File: src/rtl/mi3_skid.sv
// output register with one skid entry; holds the pipeline while both are full
`default_nettype none
module mi3_skid #(
   parameter int DATA_W = 32
) (
   input  logic              clock,
   input  logic              reset,
   input  logic              in_valid,
   input  logic [DATA_W-1:0] in_data,
   output logic              en,
   output logic              out_valid,
   output logic [DATA_W-1:0] out_data,
   input  logic              out_ready
);
   logic              out_v_ff;
   logic              sk_v_ff;
   logic [DATA_W-1:0] out_d_ff;
   logic [DATA_W-1:0] sk_d_ff;
   logic              take;

   assign en   = !sk_v_ff;
   assign take = out_ready || !out_v_ff;

   always_ff @(posedge clock) begin
      if (reset) begin
         out_v_ff <= 1'b0;
         sk_v_ff  <= 1'b0;
      end else if (take) begin
         if (sk_v_ff) begin
            out_v_ff <= 1'b1;
            sk_v_ff  <= 1'b0;
         end else begin
            out_v_ff <= in_valid;
         end
      end else if (in_valid && en) begin
         sk_v_ff <= 1'b1;
      end
   end

   always_ff @(posedge clock) begin
      if (take) begin
         out_d_ff <= sk_v_ff ? sk_d_ff : in_data;
      end else if (en) begin
         sk_d_ff <= in_data;
      end
   end

   assign out_valid = out_v_ff;
   assign out_data  = out_d_ff;

endmodule
`default_nettype wire

File: config.mk
export PLATFORM = sky130hd
export DESIGN_NAME = mi3_skid
export DESIGN_NICKNAME = d
export VERILOG_FILES = /design/src/rtl/mi3_skid.sv
export SDC_FILE = /design/constraint.sdc
export NUM_CORES = 1
export LEC_CHECK = 0
export BUFFER_PORTS_ARGS = -buffer_cell sky130_fd_sc_hd__buf_2
export CORE_MARGIN = 2
export CORE_UTILIZATION = 46
export CTS_CLUSTER_DIAMETER = 150
export DETAILED_ROUTE_END_ITERATION = 12
export PLACE_DENSITY = 0.81
export SYNTH_ARGS = -nofsm -noshare
export SYNTH_HDL_FRONTEND = slang
export SYNTH_SLANG_ARGS = --single-unit
File: constraint.sdc
create_clock -name clock -period 2.3 [get_ports clock]
set_input_delay 0.115 -clock clock [delete_from_list [all_inputs] [get_ports clock]]
set_output_delay 0.115 -clock clock [all_outputs]
set_load 0.01 [all_outputs]
==> out/results.ini <==
[sta]
slew_viol_final = 0
hold_viol = 0
worst-slew-pin-transition_ps = 342.7
fin_crit_ps = 1280
setup_tns_ps = 0
final.setup_skew_ps = 5.454
maxSlewHeadroom = 0.7715
fmax_mhz = 781.1
fin_ws_ps = 1020
rsz0062_at_grt = no
setup_violations = 0
period_share = 0.5566

[logic_synthesis]
synth_edf_count = 64
netlist.area_leader.share = 0.7608
async_reset_ff_frac = 0
synth-compound-area-share = 0.001981
yosys_warnings = 0
synthAdderAreaFrac = 0
seq_area_frac_synth = 0.7766
synthesis.area_um2 = 2526
synth-simple-area-share = 0.005944
ys_dominant_reg_cell = edfxtp_1
synthTopCellsByArea = edfxtp_1, mux2_4, buf_12
synthCells = 108
muxShareOfSynthArea = 0.1842
syn_avg_cell_area_um2 = 23.39
ys_types = 11
synth_most_common_cell = edfxtp_1
synth_top_cell_by_area = edfxtp_1
synthTopCellsByCount = edfxtp_1, mux2_4, mux2_2, buf_12
synth_top_family_by_area = multiplexers
synth-xor-area-share = 0
syn-num-nets = 144
ys_seq_elements = 66

[drt]
firstDrtPassIters = 4
vias_per_cell = 4.697
wire_per_inst_um = 15.25
drc = 0
wirelength_mm = 4.026
antenna_left = 0
via_count = 1240
drtIter0Drc = 53

[cells_and_area]
final_cells = 264
diodes = 0
regArea_um2 = 1963
multi_input_area_um2 = 488.0
layout-drive-gt1-share = 0.6186
fillers = 416
nets = 226
areaGrowthSynthToFinish_pct = 23.28
design_area_um2 = 3114

[worst_setup_path]
crit_chain = buf_4, inv_1, buf_2
crit_slowest_cell = dfxtp_2
critical-path-max-stage-delay_ps = 320
endpoint_kind = output pin
worst-path-buf-inv = 3
startpoint_type = flop
critPathTopFamily = buffers and inverters
cp.arrival_ps = 1170
crit_type = flop to output pin
cp_max_fo = 18
required_ps = 2180

[placed_design]
place_hpwl_mm = 2.680
portBuffers = 69
placed_area_um2 = 2929
globalplace.congestion = 0.7151
dpl.cell_count = 248
pre_cts_ws_ps = 1060

[clocking]
worstSkewPairLatency_ps = 330
cts_sinks = 66
postCtsSetupBuffers = 0
cts_buffer_depth = 2
cts_made_buffers = 9
cts_root_buf = clkbuf_8
cts_resized = 0
cts.clk_slew.worst_paths_ps = 60
cts.htree.levels = 3
tritoncts = yes

[pwr]
combPwrFrac = 0.080
switching_share = 0.2008
powerDensity_nw_per_um2 = 799.2
p_sw_w = 0.0004997
worst_ir_drop_vdd_v = 0.0003819
cell_internal_pwr_w = 0.001989
seq_power_share = 0.569
leakage_nw = 1.257
clkPwrFrac = 0.351

[die]
die_h_um = 78.11
start_util = 0.4853
fp.dieW_um = 78.11
core_area_um2 = 5205
core.rowCount = 26
die_area_um2 = 6100
io_pins = 70

[global_routing]
grt-ovfl-total = 0
antenna_found_initial = 0
track_usage = 0.1417
grt_max_degree = 27
grt_pass1_vias = 1254
grt_pass1_wl_mm = 6.147

[job]
drv_cap = 0

[worst_hold_path]
hold_path_class = primary input to flop

[status]
status = complete, no violations

[registers in the layout, indices dropped and copies added (netlist names)]
register	cells
out_valid	1
out_data	32
sk_v_ff	1
sk_d_ff	32
[layout by cell type (no fill, tap or decap), types with 2 or more instances in the layout]
master	Yosys	routed
clkbuf_8	0	9
buf_4	0	5
mux2_4	28	28
clkinv_2	0	2
clkbuf_1	0	2
mux2_2	4	4
buf_2	0	69
inv_1	2	2
edfxtp_1	64	64
[power groups by stage]
stage          sequential, W  combinational (W)  clock (W)
4_1_cts              0.00142           0.000203   0.000898
2_1_floorplan        0.00147          0.0000833          0
6_report             0.00142           0.000198   0.000874
3_5_place_dp         0.00144           0.000200          0
5_1_grt              0.00142           0.000216   0.000938
3_3_place_gp         0.00144           0.000196          0
[per-stage QoR]
step	power (W)	util	hold WS (ps)
2_1_floorplan	0.001550	-	184.1
4_1_cts	0.002518	0.5983	64.27
3_5_place_dp	0.001641	0.5627	296.1
5_1_grt	0.002576	0.5983	83.12
3_3_place_gp	0.001638	0.5627	294.1
6_report	0.002489	0.5983	72.20
[final timing paths]
path,startpoint,to,slack [ps],cells after the start
max,sk_v_ff$_SDFFE_PP0P_,en,1020,3
min,in_valid,out_valid$_SDFFE_PP0P_,70,3
max reg2reg,sk_v_ff$_SDFFE_PP0P_,sk_d_ff[31]$_DFFE_PN_,1060,2
min reg2reg,sk_d_ff[7]$_DFFE_PN_,out_data[7]$_DFFE_PP_,560,1
[tightest hold or removal path, delay by kind of cell]
family          cells  cell delay (ps)
simple gates        1               40
compound gates      1              130
buf+inv             1               70
[final cells by class]
cell class	instances	share of cell area
clock inverters	4	0.01406
repair buffers	75	0.1262
inverters	2	0.002411
clock buffers	11	0.04219
multi-input cells	36	0.1567
flip-flops and latches	66	0.6304
well taps	70	0.02812
[routing by layer]
metal	GRT usage	routed length (um)	vias to the layer above
met2	0.2026	1823	58
met3	0.04138	337	6
met4	0.1018	79	0
li1	-	-	586
met1	0.1849	1785	590
met5	0	0	-
[what timing repair did]
action	in CTS	in global routing
hold buffers	1	0
hold endpoints to repair	2	0
setup endpoints to repair	0	0
[cells by family after synthesis]
logic type      Yosys count
buf+inv                   6
simple gates              3
mux                      32
flops                    66
compound gates            1
(Power assumes the default switching activity.)
